**config.mk**
```make
export PLATFORM = sky130hd
export DESIGN_NAME = buzzer_tone_and_timeout_control
export DESIGN_NICKNAME = d
export VERILOG_FILES = /design/src/bttc_pkg.sv /design/src/bttc_seq.sv /design/src/bttc_dp.sv /design/src/buzzer_tone_and_timeout_control.sv
export SDC_FILE = /design/constraint.sdc
export NUM_CORES = 1
export LEC_CHECK = 0
export BUFFER_PORTS_ARGS = -buffer_cell sky130_fd_sc_hd__buf_4
export CAP_MARGIN = 40
export CORE_UTILIZATION = 40
export CTS_BUF_LIST = sky130_fd_sc_hd__clkbuf_16
export DETAILED_ROUTE_END_ITERATION = 10
export PLACE_DENSITY_LB_ADDON = 0.12
export SKIP_LAST_GASP = 1
export SLEW_MARGIN = 20
export SYNTH_ARGS = -nofsm -noshare
export SYNTH_HDL_FRONTEND = slang
export SYNTH_SLANG_ARGS = --single-unit
```
**constraint.sdc**
```tcl
create_clock -name clk -period 4.6 [get_ports clk]
set_clock_uncertainty 0.15 [all_clocks]
set_input_delay 0.23 -clock clk [delete_from_list [all_inputs] [get_ports clk]]
set_output_delay 0.23 -clock clk [all_outputs]
set_load 0.01 [all_outputs]
```
**src/bttc_pkg.sv**
```systemverilog
`timescale 1ns / 1ps
`default_nettype none
// ----------------------------------------------------------------------------
// bttc_pkg: shared types, constants and micro-program for the buzzer control
// Holds field widths, command codes, the prescaler shift table, the control
// word layout and the read-only micro-program of the sequencer.
// ----------------------------------------------------------------------------
package bttc_pkg;

    // Default core clock in hertz
    localparam int unsigned CLOCK_HZ_DEF = 16000000;

    // Field widths
    localparam int OPC_W  = 3;
    localparam int DUR_W  = 16;
    localparam int FREQ_W = 16;
    localparam int DVS_W  = FREQ_W + 1;   // divisor 2*freq
    localparam int SEL_W  = 3;
    localparam int TOP_W  = 8;
    localparam int TIME_W = 32;
    localparam int PC_W   = 3;

    // Command codes
    localparam logic [OPC_W-1:0] OPC_TICK = 3'd0;
    localparam logic [OPC_W-1:0] OPC_ON   = 3'd1;
    localparam logic [OPC_W-1:0] OPC_OFF  = 3'd2;
    localparam logic [OPC_W-1:0] OPC_BEEP = 3'd3;
    localparam logic [OPC_W-1:0] OPC_TONE = 3'd4;

    // Prescaler search
    localparam int                PRESC_CNT    = 7;
    localparam logic [SEL_W-1:0]  SEL_LAST_IDX = 3'd6;
    localparam logic [SEL_W-1:0]  SEL_NO_FIT   = 3'd7;
    localparam logic [TOP_W-1:0]  TOP_NO_FIT   = 8'd255;
    localparam int                TOP_LIMIT    = 256;

    // Divisors 1,8,32,64,128,256,1024 as right shifts
    function automatic logic [3:0] presc_shift(input logic [SEL_W-1:0] idx);
        logic [3:0] sh;
        begin
            case (idx)
                3'd0:    sh = 4'd0;
                3'd1:    sh = 4'd3;
                3'd2:    sh = 4'd5;
                3'd3:    sh = 4'd6;
                3'd4:    sh = 4'd7;
                3'd5:    sh = 4'd8;
                3'd6:    sh = 4'd10;
                default: sh = 4'd10;
            endcase
            return sh;
        end
    endfunction

    typedef logic [PC_W-1:0] pc_t;

    // Datapath micro-operations
    typedef enum logic [2:0] {
        UOP_FETCH,
        UOP_EXEC,
        UOP_DIV_INIT,
        UOP_DIV_STEP,
        UOP_SCAN_INIT,
        UOP_SCAN_STEP,
        UOP_TONE_SET,
        UOP_EMIT
    } uop_t;

    // Jump conditions; when false the step counter advances by one
    typedef enum logic [2:0] {
        COND_NEVER,
        COND_NO_BEAT,
        COND_SIMPLE,
        COND_DIV_MORE,
        COND_SCAN_MORE,
        COND_OUT_BUSY
    } cond_t;

    typedef struct packed {
        uop_t  uop;
        cond_t cond;
        pc_t   target;
    } ctrl_word_t;

    // Status seen by the sequencer
    typedef struct packed {
        logic beat;
        logic simple;
        logic div_more;
        logic scan_more;
        logic out_busy;
    } seq_stat_t;

    // Datapath flags
    typedef struct packed {
        logic simple;
        logic div_more;
        logic scan_more;
    } dp_flags_t;

    // Buzzer state as reported
    typedef struct packed {
        logic             is_sounding;
        logic             tone_mode;
        logic [SEL_W-1:0] prescale;
        logic [TOP_W-1:0] top;
    } dp_state_t;

    // Step addresses
    localparam pc_t PC_FETCH     = 3'd0;
    localparam pc_t PC_EXEC      = 3'd1;
    localparam pc_t PC_DIV_INIT  = 3'd2;
    localparam pc_t PC_DIV_STEP  = 3'd3;
    localparam pc_t PC_SCAN_INIT = 3'd4;
    localparam pc_t PC_SCAN_STEP = 3'd5;
    localparam pc_t PC_TONE_SET  = 3'd6;
    localparam pc_t PC_EMIT      = 3'd7;

    // Micro-program; the step after EMIT wraps round to FETCH
    function automatic ctrl_word_t ucode(input pc_t pc);
        ctrl_word_t w;
        begin
            case (pc)
                PC_FETCH:     w = '{UOP_FETCH,     COND_NO_BEAT,   PC_FETCH};
                PC_EXEC:      w = '{UOP_EXEC,      COND_SIMPLE,    PC_EMIT};
                PC_DIV_INIT:  w = '{UOP_DIV_INIT,  COND_NEVER,     PC_FETCH};
                PC_DIV_STEP:  w = '{UOP_DIV_STEP,  COND_DIV_MORE,  PC_DIV_STEP};
                PC_SCAN_INIT: w = '{UOP_SCAN_INIT, COND_NEVER,     PC_FETCH};
                PC_SCAN_STEP: w = '{UOP_SCAN_STEP, COND_SCAN_MORE, PC_SCAN_STEP};
                PC_TONE_SET:  w = '{UOP_TONE_SET,  COND_NEVER,     PC_FETCH};
                PC_EMIT:      w = '{UOP_EMIT,      COND_OUT_BUSY,  PC_EMIT};
                default:      w = '{UOP_FETCH,     COND_NO_BEAT,   PC_FETCH};
            endcase
            return w;
        end
    endfunction

endpackage
`default_nettype wire

```
**src/bttc_seq.sv**
```systemverilog
`timescale 1ns / 1ps
`default_nettype none
// ----------------------------------------------------------------------------
// bttc_seq: micro-program sequencer
// Step counter over the read-only program; each step either jumps to its
// target when its condition holds or moves on to the next step.
// ----------------------------------------------------------------------------
module bttc_seq (
    input  wire                     clk,
    input  wire                     rst_n,
    input  bttc_pkg::seq_stat_t     stat,
    output bttc_pkg::ctrl_word_t    ctrl
);
    import bttc_pkg::*;

    pc_t  pc_reg;
    pc_t  pc_next;
    logic jump;

    // Control word for the current step
    assign ctrl = ucode(pc_reg);

    // Condition select
    always_comb
    begin
        case (ctrl.cond)
            COND_NEVER:     jump = 1'b0;
            COND_NO_BEAT:   jump = !stat.beat;
            COND_SIMPLE:    jump = stat.simple;
            COND_DIV_MORE:  jump = stat.div_more;
            COND_SCAN_MORE: jump = stat.scan_more;
            COND_OUT_BUSY:  jump = stat.out_busy;
            default:        jump = 1'b0;
        endcase
        pc_next = jump ? ctrl.target : pc_t'(pc_reg + 1'b1);
    end

    // Step counter
    always_ff @(posedge clk or negedge rst_n)
    begin
        if (!rst_n)
        begin
            pc_reg <= PC_FETCH;
        end
        else
        begin
            pc_reg <= pc_next;
        end
    end

endmodule
`default_nettype wire

```
**src/bttc_dp.sv**
```systemverilog
`timescale 1ns / 1ps
`default_nettype none
// ----------------------------------------------------------------------------
// bttc_dp: buzzer datapath
// Command latch, millisecond time and deadline, sounding flags, a one bit per
// step restoring divider for CLOCK_HZ / (2*freq) and the prescaler scan.
// ----------------------------------------------------------------------------
module bttc_dp #(
    parameter int unsigned CLOCK_HZ = bttc_pkg::CLOCK_HZ_DEF
) (
    input  wire                             clk,
    input  wire                             rst_n,
    input  bttc_pkg::uop_t                  uop,
    input  wire                             cmd_load,
    input  wire [bttc_pkg::OPC_W-1:0]       opcode,
    input  wire [bttc_pkg::DUR_W-1:0]       duration_ms,
    input  wire [bttc_pkg::FREQ_W-1:0]      tone_freq_hz,
    output bttc_pkg::dp_flags_t             flags,
    output bttc_pkg::dp_state_t             state
);
    import bttc_pkg::*;

    localparam int QW    = $clog2(CLOCK_HZ + 1);
    localparam int CNT_W = $clog2(QW);

    // Latched command
    logic [OPC_W-1:0]  cmd_op_reg;
    logic [DUR_W-1:0]  cmd_dur_reg;
    logic [FREQ_W-1:0] cmd_freq_reg;

    // Buzzer state
    logic [TIME_W-1:0] now_reg,      now_next;
    logic [TIME_W-1:0] deadline_reg, deadline_next;
    logic              sounding_reg, sounding_next;
    logic              timed_reg,    timed_next;
    logic              tone_reg,     tone_next;
    logic [SEL_W-1:0]  presc_reg,    presc_next;
    logic [TOP_W-1:0]  top_reg,      top_next;

    // Divider and scan
    logic [DVS_W-1:0]  rem_reg,  rem_next;
    logic [QW-1:0]     q_reg,    q_next;
    logic [DVS_W-1:0]  dvs_reg,  dvs_next;
    logic [CNT_W-1:0]  cnt_reg,  cnt_next;
    logic [SEL_W-1:0]  idx_reg,  idx_next;

    logic [TIME_W-1:0] now_inc;
    logic [TIME_W-1:0] tick_diff;
    logic [TIME_W-1:0] due_time;
    logic [DVS_W:0]    rem_sh;
    logic              q_bit;
    logic [QW-1:0]     q_scaled;
    logic              fits;

    // Shared arithmetic
    assign now_inc   = now_reg + TIME_W'(1);
    assign tick_diff = now_inc - deadline_reg;
    assign due_time  = now_reg + TIME_W'(cmd_dur_reg);
    assign rem_sh    = {rem_reg, q_reg[QW-1]};
    assign q_bit     = rem_sh >= {1'b0, dvs_reg};
    assign q_scaled  = q_reg >> presc_shift(idx_reg);
    assign fits      = (q_scaled != '0) && (q_scaled <= QW'(TOP_LIMIT));

    // Flags to the sequencer
    assign flags.simple    = !((cmd_op_reg == OPC_TONE) && (cmd_freq_reg != '0));
    assign flags.div_more  = cnt_reg != '0;
    assign flags.scan_more = !fits && (idx_reg != SEL_LAST_IDX);

    assign state.is_sounding = sounding_reg;
    assign state.tone_mode   = tone_reg;
    assign state.prescale    = presc_reg;
    assign state.top         = top_reg;

    // Micro-operation decode
    always_comb
    begin
        now_next      = now_reg;
        deadline_next = deadline_reg;
        sounding_next = sounding_reg;
        timed_next    = timed_reg;
        tone_next     = tone_reg;
        presc_next    = presc_reg;
        top_next      = top_reg;
        rem_next      = rem_reg;
        q_next        = q_reg;
        dvs_next      = dvs_reg;
        cnt_next      = cnt_reg;
        idx_next      = idx_reg;
        case (uop)
            UOP_EXEC:
            begin
                case (cmd_op_reg)
                    OPC_TICK:
                    begin
                        now_next = now_inc;
                        if (timed_reg && !tick_diff[TIME_W-1])
                        begin
                            tone_next     = 1'b0;
                            presc_next    = '0;
                            sounding_next = 1'b0;
                            timed_next    = 1'b0;
                        end
                    end
                    OPC_ON:
                    begin
                        tone_next     = 1'b0;
                        presc_next    = '0;
                        sounding_next = 1'b1;
                        timed_next    = 1'b0;
                    end
                    OPC_OFF:
                    begin
                        tone_next     = 1'b0;
                        presc_next    = '0;
                        sounding_next = 1'b0;
                        timed_next    = 1'b0;
                    end
                    OPC_BEEP:
                    begin
                        tone_next     = 1'b0;
                        presc_next    = '0;
                        sounding_next = 1'b1;
                        timed_next    = 1'b1;
                        deadline_next = due_time;
                    end
                    OPC_TONE:
                    begin
                        // zero frequency acts as off; others go to the divider
                        if (cmd_freq_reg == '0)
                        begin
                            tone_next     = 1'b0;
                            presc_next    = '0;
                            sounding_next = 1'b0;
                            timed_next    = 1'b0;
                        end
                    end
                    default:
                    begin
                        // unused codes leave the state alone
                    end
                endcase
            end
            UOP_DIV_INIT:
            begin
                rem_next = '0;
                q_next   = QW'(CLOCK_HZ);
                dvs_next = {cmd_freq_reg, 1'b0};
                cnt_next = CNT_W'(QW - 1);
            end
            UOP_DIV_STEP:
            begin
                rem_next = q_bit ? DVS_W'(rem_sh - {1'b0, dvs_reg}) : DVS_W'(rem_sh);
                q_next   = {q_reg[QW-2:0], q_bit};
                if (cnt_reg != '0)
                begin
                    cnt_next = cnt_reg - 1'b1;
                end
            end
            UOP_SCAN_INIT:
            begin
                idx_next = '0;
            end
            UOP_SCAN_STEP:
            begin
                // first prescaler whose quotient lies in 1..256 wins
                if (fits)
                begin
                    presc_next = idx_reg + 1'b1;
                    top_next   = TOP_W'(q_scaled - QW'(1));
                end
                else if (idx_reg == SEL_LAST_IDX)
                begin
                    presc_next = SEL_NO_FIT;
                    top_next   = TOP_NO_FIT;
                end
                else
                begin
                    idx_next = idx_reg + 1'b1;
                end
            end
            UOP_TONE_SET:
            begin
                tone_next     = 1'b1;
                sounding_next = 1'b1;
                timed_next    = 1'b1;
                deadline_next = due_time;
            end
            default:
            begin
            end
        endcase
    end

    // Control state
    always_ff @(posedge clk or negedge rst_n)
    begin
        if (!rst_n)
        begin
            now_reg      <= '0;
            deadline_reg <= '0;
            sounding_reg <= 1'b0;
            timed_reg    <= 1'b0;
            tone_reg     <= 1'b0;
            presc_reg    <= '0;
            top_reg      <= '0;
            cnt_reg      <= '0;
            idx_reg      <= '0;
        end
        else
        begin
            now_reg      <= now_next;
            deadline_reg <= deadline_next;
            sounding_reg <= sounding_next;
            timed_reg    <= timed_next;
            tone_reg     <= tone_next;
            presc_reg    <= presc_next;
            top_reg      <= top_next;
            cnt_reg      <= cnt_next;
            idx_reg      <= idx_next;
        end
    end

    // Payload: command latch and divider words
    always_ff @(posedge clk)
    begin
        if (cmd_load)
        begin
            cmd_op_reg   <= opcode;
            cmd_dur_reg  <= duration_ms;
            cmd_freq_reg <= tone_freq_hz;
        end
        rem_reg <= rem_next;
        q_reg   <= q_next;
        dvs_reg <= dvs_next;
    end

    // A tone is always timed, sounding and has a live prescaler
    a_tone_consistent: assert property (@(posedge clk) disable iff (!rst_n)
        tone_reg |-> (sounding_reg && timed_reg && (presc_reg != '0)))
        else $error("tone mode without sounding, timing or prescaler");

    // A timeout only runs while something sounds
    a_timed_sounds: assert property (@(posedge clk) disable iff (!rst_n)
        timed_reg |-> sounding_reg)
        else $error("timeout armed while silent");

    // Scan index stays within the prescaler list
    a_idx_range: assert property (@(posedge clk) disable iff (!rst_n)
        idx_reg <= SEL_LAST_IDX)
        else $error("prescaler scan index out of range");

endmodule
`default_nettype wire

```
**src/buzzer_tone_and_timeout_control.sv**
```systemverilog
`timescale 1ns / 1ps
`default_nettype none
// ----------------------------------------------------------------------------
// buzzer_tone_and_timeout_control: buzzer command processor
// Micro-coded control of a buzzer: millisecond ticks with timeout, steady
// on/off, timed beep and timed square-wave tone with prescaler selection.
// ----------------------------------------------------------------------------
// One command is taken at a time and each gives one result beat. Tick, on,
// off, beep, unused codes and a zero-frequency tone pass through execute
// and emit after the accepted beat. A tone passes through execute, divider
// init, the divider steps, scan init, the scan steps, tone set and emit: the
// restoring divider forms CLOCK_HZ / (2*freq) one quotient bit per cycle,
// followed by a scan of one prescaler per cycle. A new command is taken
// while the previous result still waits in the output register.
// drive_active_high resets to 1 and is written on any cycle with cfg_wen high.
// ----------------------------------------------------------------------------
module buzzer_tone_and_timeout_control #(
    parameter int unsigned CLOCK_HZ = bttc_pkg::CLOCK_HZ_DEF
) (
    input  wire         clk,
    input  wire         rst_n,
    // configuration
    input  wire         cfg_wen,
    input  wire         cfg_wdata,      // drive_active_high
    // command stream
    input  wire         s_tvalid,
    output logic        s_tready,
    input  wire  [31:0] s_tdata,        // [15:0] duration_ms, [31:16] tone_freq_hz
    input  wire  [2:0]  s_tuser,        // [2:0] opcode
    // result stream
    output logic        m_tvalid,
    input  wire         m_tready,
    output logic [15:0] m_tdata         // [0] pin_level, [1] tone_enabled,
                                        // [4:2] clock_select, [12:5] top_value,
                                        // [13] sounding, [15:14] zero
);
    import bttc_pkg::*;

    ctrl_word_t ctrl;
    seq_stat_t  stat;
    dp_flags_t  flags;
    dp_state_t  st;

    logic        act_high_reg;
    logic        m_tvalid_reg;
    logic [15:0] m_tdata_reg;
    logic        in_acc;
    logic        out_busy;
    logic        emit;
    logic [15:0] result;

    // Handshake
    assign s_tready = (ctrl.uop == UOP_FETCH);
    assign in_acc   = s_tvalid && s_tready;
    assign out_busy = m_tvalid_reg && !m_tready;
    assign emit     = (ctrl.uop == UOP_EMIT) && !out_busy;
    assign m_tvalid = m_tvalid_reg;
    assign m_tdata  = m_tdata_reg;

    assign stat.beat      = s_tvalid;
    assign stat.simple    = flags.simple;
    assign stat.div_more  = flags.div_more;
    assign stat.scan_more = flags.scan_more;
    assign stat.out_busy  = out_busy;

    bttc_seq u_seq (
        .clk   (clk),
        .rst_n (rst_n),
        .stat  (stat),
        .ctrl  (ctrl)
    );

    bttc_dp #(
        .CLOCK_HZ (CLOCK_HZ)
    ) u_dp (
        .clk          (clk),
        .rst_n        (rst_n),
        .uop          (ctrl.uop),
        .cmd_load     (in_acc),
        .opcode       (s_tuser),
        .duration_ms  (s_tdata[15:0]),
        .tone_freq_hz (s_tdata[31:16]),
        .flags        (flags),
        .state        (st)
    );

    // Result fields; tone hides the plain level and shows select and top
    always_comb
    begin
        result        = '0;
        result[0]     = (st.is_sounding && !st.tone_mode) ? act_high_reg : !act_high_reg;
        result[1]     = st.tone_mode;
        result[4:2]   = st.tone_mode ? st.prescale : '0;
        result[12:5]  = st.tone_mode ? st.top : '0;
        result[13]    = st.is_sounding;
    end

    // Polarity register and output valid
    always_ff @(posedge clk or negedge rst_n)
    begin
        if (!rst_n)
        begin
            act_high_reg <= 1'b1;
            m_tvalid_reg <= 1'b0;
        end
        else
        begin
            if (cfg_wen)
            begin
                act_high_reg <= cfg_wdata;
            end
            if (emit)
            begin
                m_tvalid_reg <= 1'b1;
            end
            else if (m_tready)
            begin
                m_tvalid_reg <= 1'b0;
            end
        end
    end

    // Output beat payload
    always_ff @(posedge clk)
    begin
        if (emit)
        begin
            m_tdata_reg <= result;
        end
    end

    // One command at a time
    a_one_in_flight: assert property (@(posedge clk) disable iff (!rst_n)
        in_acc |=> !s_tready)
        else $error("second command taken while one is in progress");

    // No tone means stopped timer and zero top
    a_no_tone_zero: assert property (@(posedge clk) disable iff (!rst_n)
        (m_tvalid && !m_tdata[1]) |-> (m_tdata[12:2] == '0))
        else $error("select or top reported without tone");

    // A tone always counts as sounding and shows a nonzero clock select
    a_tone_sounds: assert property (@(posedge clk) disable iff (!rst_n)
        (m_tvalid && m_tdata[1]) |-> (m_tdata[13] && (m_tdata[4:2] != '0)))
        else $error("tone reported without sounding or prescaler");

endmodule
`default_nettype wire
```
; After elaboration in Yosys (flattened, before gate mapping)
; Memory sizes are Yosys's and may differ from the RTL's.
; Cells that the tools add are included.
[totals]
reg_bits = 197
word_cells = 138
romBits = 72
memories = 1
input_bits = 41
output_inout_bits = 18
[memory_table]
columns = name, depth, width, read_ports, rd_clocked_by_memory_dff, wr, line_no
row1 = (no name shown), 8, 9, 1, 0, 0, bttc_pkg.sv:123  ; case (pc)
[op_classes]
addsub = 8
n_eq_ne = 33
shifts = 1
n_reduce_logical = 41
magnitude_cmp = 2
muxes = 32
[op_table]
columns = cell, count
row1 = $pmux 32 s2, 1
row2 = $pmux 24 s2, 1
row3 = $pmux 17 s2, 1
row4 = $add 32x1->32 const B, 1
row5 = $add 32x16->32, 1
row6 = $mux 32, 1
row7 = $sub 32x32->32, 1
row8 = $eq 3x3->1 const B, 10
row9 = $eq 3x2->1 const B, 8
row10 = $le 24x9->1 const B, 1
row11 = $pmux 4 s6, 1
row12 = $reduce_bool 24->1, 1
row13 = $shr 24x4->24, 1
row14 = $mux 3, 7
row15 = $ge 18x17->1, 1
row16 = $mux 17, 1
row17 = $sub 17x17->17, 1
row18 = $logic_not 16->1, 1
row19 = $mux 8, 2
row20 = $reduce_bool 16->1, 1
row21 = $eq 3x1->1 const B, 4
row22 = $pmux 3 s2, 2
row23 = $reduce_and 4->1, 3
row24 = $reduce_bool 2->1, 6
row25 = other kinds (26), 59

; Depth between registers and ports, before layout
[depth]
depth_word = 9
ltp_mapped = 20
ltp_nobuf = 17

; Hierarchy
; From an unflattened synthesis, not the netlist that was laid out.
[unflattened]
cells_unflattened = 1264
hier_area_um2 = 12448.2
[by_module_without_submodules]
columns = mod, cells_per_inst, instances, area_per_inst_um2, seq_area_each_um2
row1 = bttc_dp, 1189, 1, 11543.6, 4914.7
row2 = buzzer_tone_and_timeout_control, 40, 1, 630.6, 471.7
row3 = bttc_seq, 35, 1, 274.0, 75.1

; Worst setup path after synthesis
; Ideal clock, no wire load.
[synth_path]
kind = register to register
start = reg u_dp.now_reg[3]
end = reg u_dp.tone_reg
setup_slack_ns = 0.113
path_buffers = 3
synth_period_minus_slack_ns = 4.487
setup_ns = 0.130
arrival_ns = 4.206
stages_incl_launch_ff = 21
required_ns = 4.320
path_cell_list = dfrtp_1 -> buf_2 -> and4_1 -> and4_1 -> clkbuf_1 -> and4_1 -> clkbuf_1 -> nand4_1 -> nor3_1 -> nand2_1 -> xnor2_1 -> ha_1 -> a21o_1 -> a21o_1 -> a21oi_1 -> o21ai_0 -> a2111oi_0 -> or4_1 -> nand3_1 -> nor2_1 -> o21ai_0
[synth_between]
elab_chain_cells = 6
[synth_rtl]
columns = item, line_no
row1 = "start, declared", bttc_dp.sv:32  ; logic [TIME_W-1:0] now_reg, now_next;
row2 = "start signal, assigned", bttc_dp.sv:211  ; now_reg <= now_next;
row3 = $add 32x1->32, bttc_dp.sv:56  ; assign now_inc = now_reg + TIME_W'(1);
row4 = net u_dp.now_inc[28], bttc_dp.sv:47  ; logic [TIME_W-1:0] now_inc;
row5 = $sub 32x32->32, bttc_dp.sv:57  ; assign tick_diff = now_inc - deadline_reg;
row6 = $logic_not 1->1, bttc_dp.sv:96  ; if (timed_reg && !tick_diff[TIME_W-1])
row7 = $logic_and 1x1->1, bttc_dp.sv:96
row8 = $ne 3x2->1 (no source line), -
row9 = $reduce_and 4->1 (no source line), -
row10 = "end signal, assigned", bttc_dp.sv:215  ; tone_reg <= tone_next;
row11 = "end, declared", bttc_dp.sv:36  ; logic tone_reg, tone_next;
; The timed path passes the listed nets, and every way through them passes these cells.
; A chain may end at the register's enable or synchronous reset.

; Final worst setup path
[layout_path]
start = reg u_dp.idx_reg[0]
end = reg u_seq.pc_reg[1]
[layout_between]
elab_chain_cells = 9
elab_cells_between_ends = 16
cone_classes = order compare (1) / eq/ne (6) / shift (1) / mux (3) / reduce/logical (5)
[layout_rtl]
columns = item, line_no
row1 = "start, declared", bttc_dp.sv:45  ; logic [SEL_W-1:0] idx_reg, idx_next;
row2 = "start signal, assigned", bttc_dp.sv:219  ; idx_reg <= idx_next;
row3 = $eq 3x3->1 (tied with other cells), bttc_pkg.sv:41  ; case (idx)
row4 = $pmux 4 s6, bttc_pkg.sv:41
row5 = $shr 24x4->24, bttc_dp.sv:61  ; assign q_scaled = q_reg >> presc_shift(idx_reg);
row6 = $le 24x9->1 or $reduce_bool 24->1 (tied branches), bttc_dp.sv:62  ; assign fits = (q_scaled != '0) && (q_scaled <= QW'(TOP_LIMIT));
row7 = $logic_and 1x1->1, bttc_dp.sv:62
row8 = $logic_not 1->1, bttc_dp.sv:67  ; assign flags.scan_more = !fits && (idx_reg != SEL_LAST_IDX);
row9 = $logic_and 1x1->1 *, bttc_dp.sv:67
row10 = $pmux 1 s5 *, bttc_seq.sv:26  ; case (ctrl.cond)
row11 = $mux 3 *, bttc_seq.sv:35  ; pc_next = jump ? ctrl.target : pc_t'(pc_reg + 1'b1);
row12 = net u_seq.pc_next[1], bttc_seq.sv:17  ; pc_t pc_next;
row13 = "end signal, assigned", bttc_seq.sv:47  ; pc_reg <= pc_next;
row14 = "end, declared", bttc_seq.sv:16  ; pc_t pc_reg;
; Mark *: on every way through the listed nets, which the timed path passes. The rest lies on a longest branch.

==> run_results.csv <==
group,metric,value,unit
floorplan,die_w,176,microns
logic_synthesis,synth_seq_cells,197,
floorplan,start_util,40.8,%
clock_tree,clkSlewWorstSetupHoldPaths,0.07,ns
placement,dp_hpwl,19800,microns
critical_path,cpPeakStageDelay,0.49,ns
floorplan,ios,59,
drt,drt_wl_total,27100,microns
timing,final_max_slew_viol_count,0,
critical_path,slowest_stage,"or3_4",
timing,setup_tns,0,ns
grt,met1_usage,23.7,%
power,vdd_drop_max,0.291,mV
floorplan,core,0.0297,sq mm
drt,num_vias,8798,
grt,busiest_layer,"met2",
timing,whs,0.304,ns
critical_path,worstPathCellList,"ha_1, or3_4, nand2_8, mux2i_1, mux2_2, o211a_1, or3_1, ha_1, inv_1, a211oi_2, a31oi_2, o31ai_4, or4_1, a32o_1",
floorplan,rows,63,
grt,grt_antenna_before_repair,0,
clock_tree,cts.sinks,197,
logic_synthesis,synth_ff_type,"edfxtp_1",
timing,tightestPinTransition,0.709,ns
grt,gr-usage-met2,31.6,%
clock_tree,cts_tree,"yes",
finish,area_delta_synth_final,16.6,%
finish,fillCellCount,2757,
clock_tree,cts_buffers,17,
drt,first_iter_violations,538,
timing,hold_violations,0,
floorplan,die_area,0.0310,sq mm
drt,drc_errors,0,
floorplan,die_h,176,microns
grt,track_usage,18.5,%
critical_path,worstSetupStartpointType,"flip-flop",
logic_synthesis,synth_area_leader_cell,"edfxtp_1",
logic_synthesis,syn-mean-instance-area,10.2,sq um
logic_synthesis,synth_area,0.0121,sq mm
critical_path,cp-end-kind,"flip-flop",
finish,diodes,0,
finish,fin_area,0.0141,sq mm
critical_path,worstPathArrival,4.48,ns
critical_path,timing.rr.start,"u_dp.idx_reg[0]$_DFFE_PN0P_",
hold_path,min_from,"u_dp.cmd_freq_reg[10]$_DFFE_PP_",
critical_path,crit_buf_inv,1,
grt,grt_start_max_net_pins,58,
finish,nets,1414,
grt,met3_usage,3.29,%
grt,grt_first_pass_wirelength,45200,microns
timing,slew-limit-headroom,52.7,%
placement,placed_area,0.0130,sq mm
critical_path,cp_max_fo,13,
hold_path,hold_path_class,"flip-flop to flip-flop",
logic_synthesis,ys_warn_count,0,
clock_tree,cts_max_path_buffers,2,
critical_path,cp_top_family,"simple AND/OR/NAND/NOR gates",
critical_path,crit_path_start,"u_dp.idx_reg[0]$_DFFE_PN0P_",
logic_synthesis,yosys.cell_count.top_type,"edfxtp_1",
placement,place_ws,0.0360,ns
timing,period_minus_slack,4.29,ns
timing,rsz0062_at_grt,"false",
critical_path,cp_num_cells,14,
critical_path,crit_type,"flip-flop to flip-flop",
logic_synthesis,synth_edf_count,106,
clock_tree,cts_root_buffer,"clkbuf_16",
drt,drtPass1Iterations,6,
power,cellLeakagePower,5.95,nW
finish,final_core_util,47.5,%
critical_path,path_common_cell,"ha_1",
logic_synthesis,synth.yosys.seq_area_share,45.1,%
timing,setup_ws,0.307,ns
grt,grt_pass1_vias,8813,
drt,ant_nets,0,
timing,post-route-period-util,93.3,%
logic_synthesis,netlist.area_leader.share,26.3,%
logic_synthesis,synth_async_sr_flop_share,46.2,%
outcome,status,"complete, no violations",
drt,post_drt_wl_per_cell,16.0,microns
power,cellPowerDensity,534,mW/mm^2
logic_synthesis,yosysUniqueCellTypes,90,
finish,drive_above_1_share,12.6,%
clock_tree,htree_num_levels,4,
timing,fmax,0.233,GHz
critical_path,worstPathRequired,4.78,ns
placement,port_buffers,56,
hold_path,holdPathStages,0,
placement,place.gp.congestion,0.885,
timing,setup_viol,0,
job,drv_cap,0,
clock_tree,clock_latency,0.45,ns
logic_synthesis,yosys-top-cells-area,"edfxtp_1, dfrtp_1, ha_1, xnor2_1, xor2_1",
logic_synthesis,ys_top_cells_by_count,"edfxtp_1, nand2_1, dfrtp_1, nor2_1, inv_1",
critical_path,rr_worst_depth,14,
logic_synthesis,syn-instance-count,1193,
grt,globalRouteOverflowTotal,0,
drt,viasPerCell,5.19,
[worst reg2reg max path, delay by kind of cell, from the launching register on]
| kind | cells | cell delay, ns |
|---|---|---|
| AND/OR/NAND/NOR | 4 | 1.51 |
| buffers and inverters | 1 | 0.07 |
| multiplexers | 2 | 0.48 |
| adder cells (fa/ha/maj) | 2 | 0.55 |
| flip-flops | 1 | 0.43 |
| AO/OA/AOI/OAI | 5 | 1.01 |
[final timing paths]
check | endpoint | slack, ns
setup reg to reg | u_seq.pc_reg[1]$_DFF_PN0_ | 0.31
setup / recovery | u_seq.pc_reg[1]$_DFF_PN0_ | 0.31
hold / removal | u_dp.dvs_reg[11]$_DFFE_PP_ | 0.30
min in group asynchronous | u_dp.now_reg[27]$_DFFE_PN0P_ | 0.54
hold reg to reg | u_dp.dvs_reg[11]$_DFFE_PP_ | 0.30
max in group asynchronous | u_dp.now_reg[5]$_DFFE_PN0P_ | 2.77
[power breakdown]
group          internal (mW)  switching [mW]
combinational           1.39            1.97
sequential              2.34           0.272
clock                  0.862           0.711
total                   4.59            2.95
[logic make-up after synthesis]
logic type,after synthesis,share of synthesized area (%)
other cells,1,0.0310
buf+inv,132,4.47
simple gates,388,16.6
xor+xnor,110,7.95
compound gates,242,13.2
flops,197,45.1
mux,43,4.35
fa+ha+maj,80,8.39
[per-stage QoR]
stage	total power, mW	cells
6_report	7.54	1696
5_1_grt	8.10	1696
4_1_cts	7.61	1691
3_5_place_dp	5.98	1619
3_3_place_gp	5.97	1618
2_1_floorplan	5.07	1194
[layer usage]
layer / wire, microns / vias to the layer above
met5: 0 / -
met4: 383 / 0
met3: 693 / 27
met2: 13200 / 124
met1: 12800 / 4203
li1: - / 4444
[layout by cell type, fill, tap and decap left out, types with 5 or more instances in the layout]
cell type,count
a31oi_1,7
xor2_1,43
and2_1,34
inv_1,84
mux4_2,7
or4_1,6
ha_1,78
mux2i_1,29
a211oi_1,8
nor4_1,7
dfrtp_1,90
and3_1,16
dlygate4sd3_1,41
a21o_1,18
o211ai_1,11
clkbuf_16,17
nor2_1,82
o21ai_1,5
nor3_1,26
nand3_1,36
nand4_1,16
mux2_2,6
o2111ai_1,8
nand2b_1,16
o21ai_0,58
nand2_1,100
xnor2_1,67
a21boi_0,5
edfxtp_1,106
a21oi_1,67
nor2b_1,12
o21a_1,7
buf_4,85
[repair_timing]
action | 4_1_cts | 5_1_grt
hold endpoints to repair | 93 | 7
setup buffers | 0 | 2
endpoints found under the setup margin | 0 | 7
resized for setup | 0 | 9
hold buffers | 40 | 1
[final cells by class]
| type | count | area (sq um) | area share (%) |
|---|---|---|---|
| Sequential cell | 197 | 5460 | 38.7 |
| Timing Repair Buffer | 129 | 1110 | 7.85 |
| Clock buffer | 17 | 425 | 3.01 |
| Clock inverter | 15 | 178 | 1.26 |
| Inverter | 83 | 312 | 2.21 |
| Tap cell | 390 | 488 | 3.45 |
| Multi-Input combinational cell | 865 | 6150 | 43.6 |
Power figures use the tool's default switching activity.
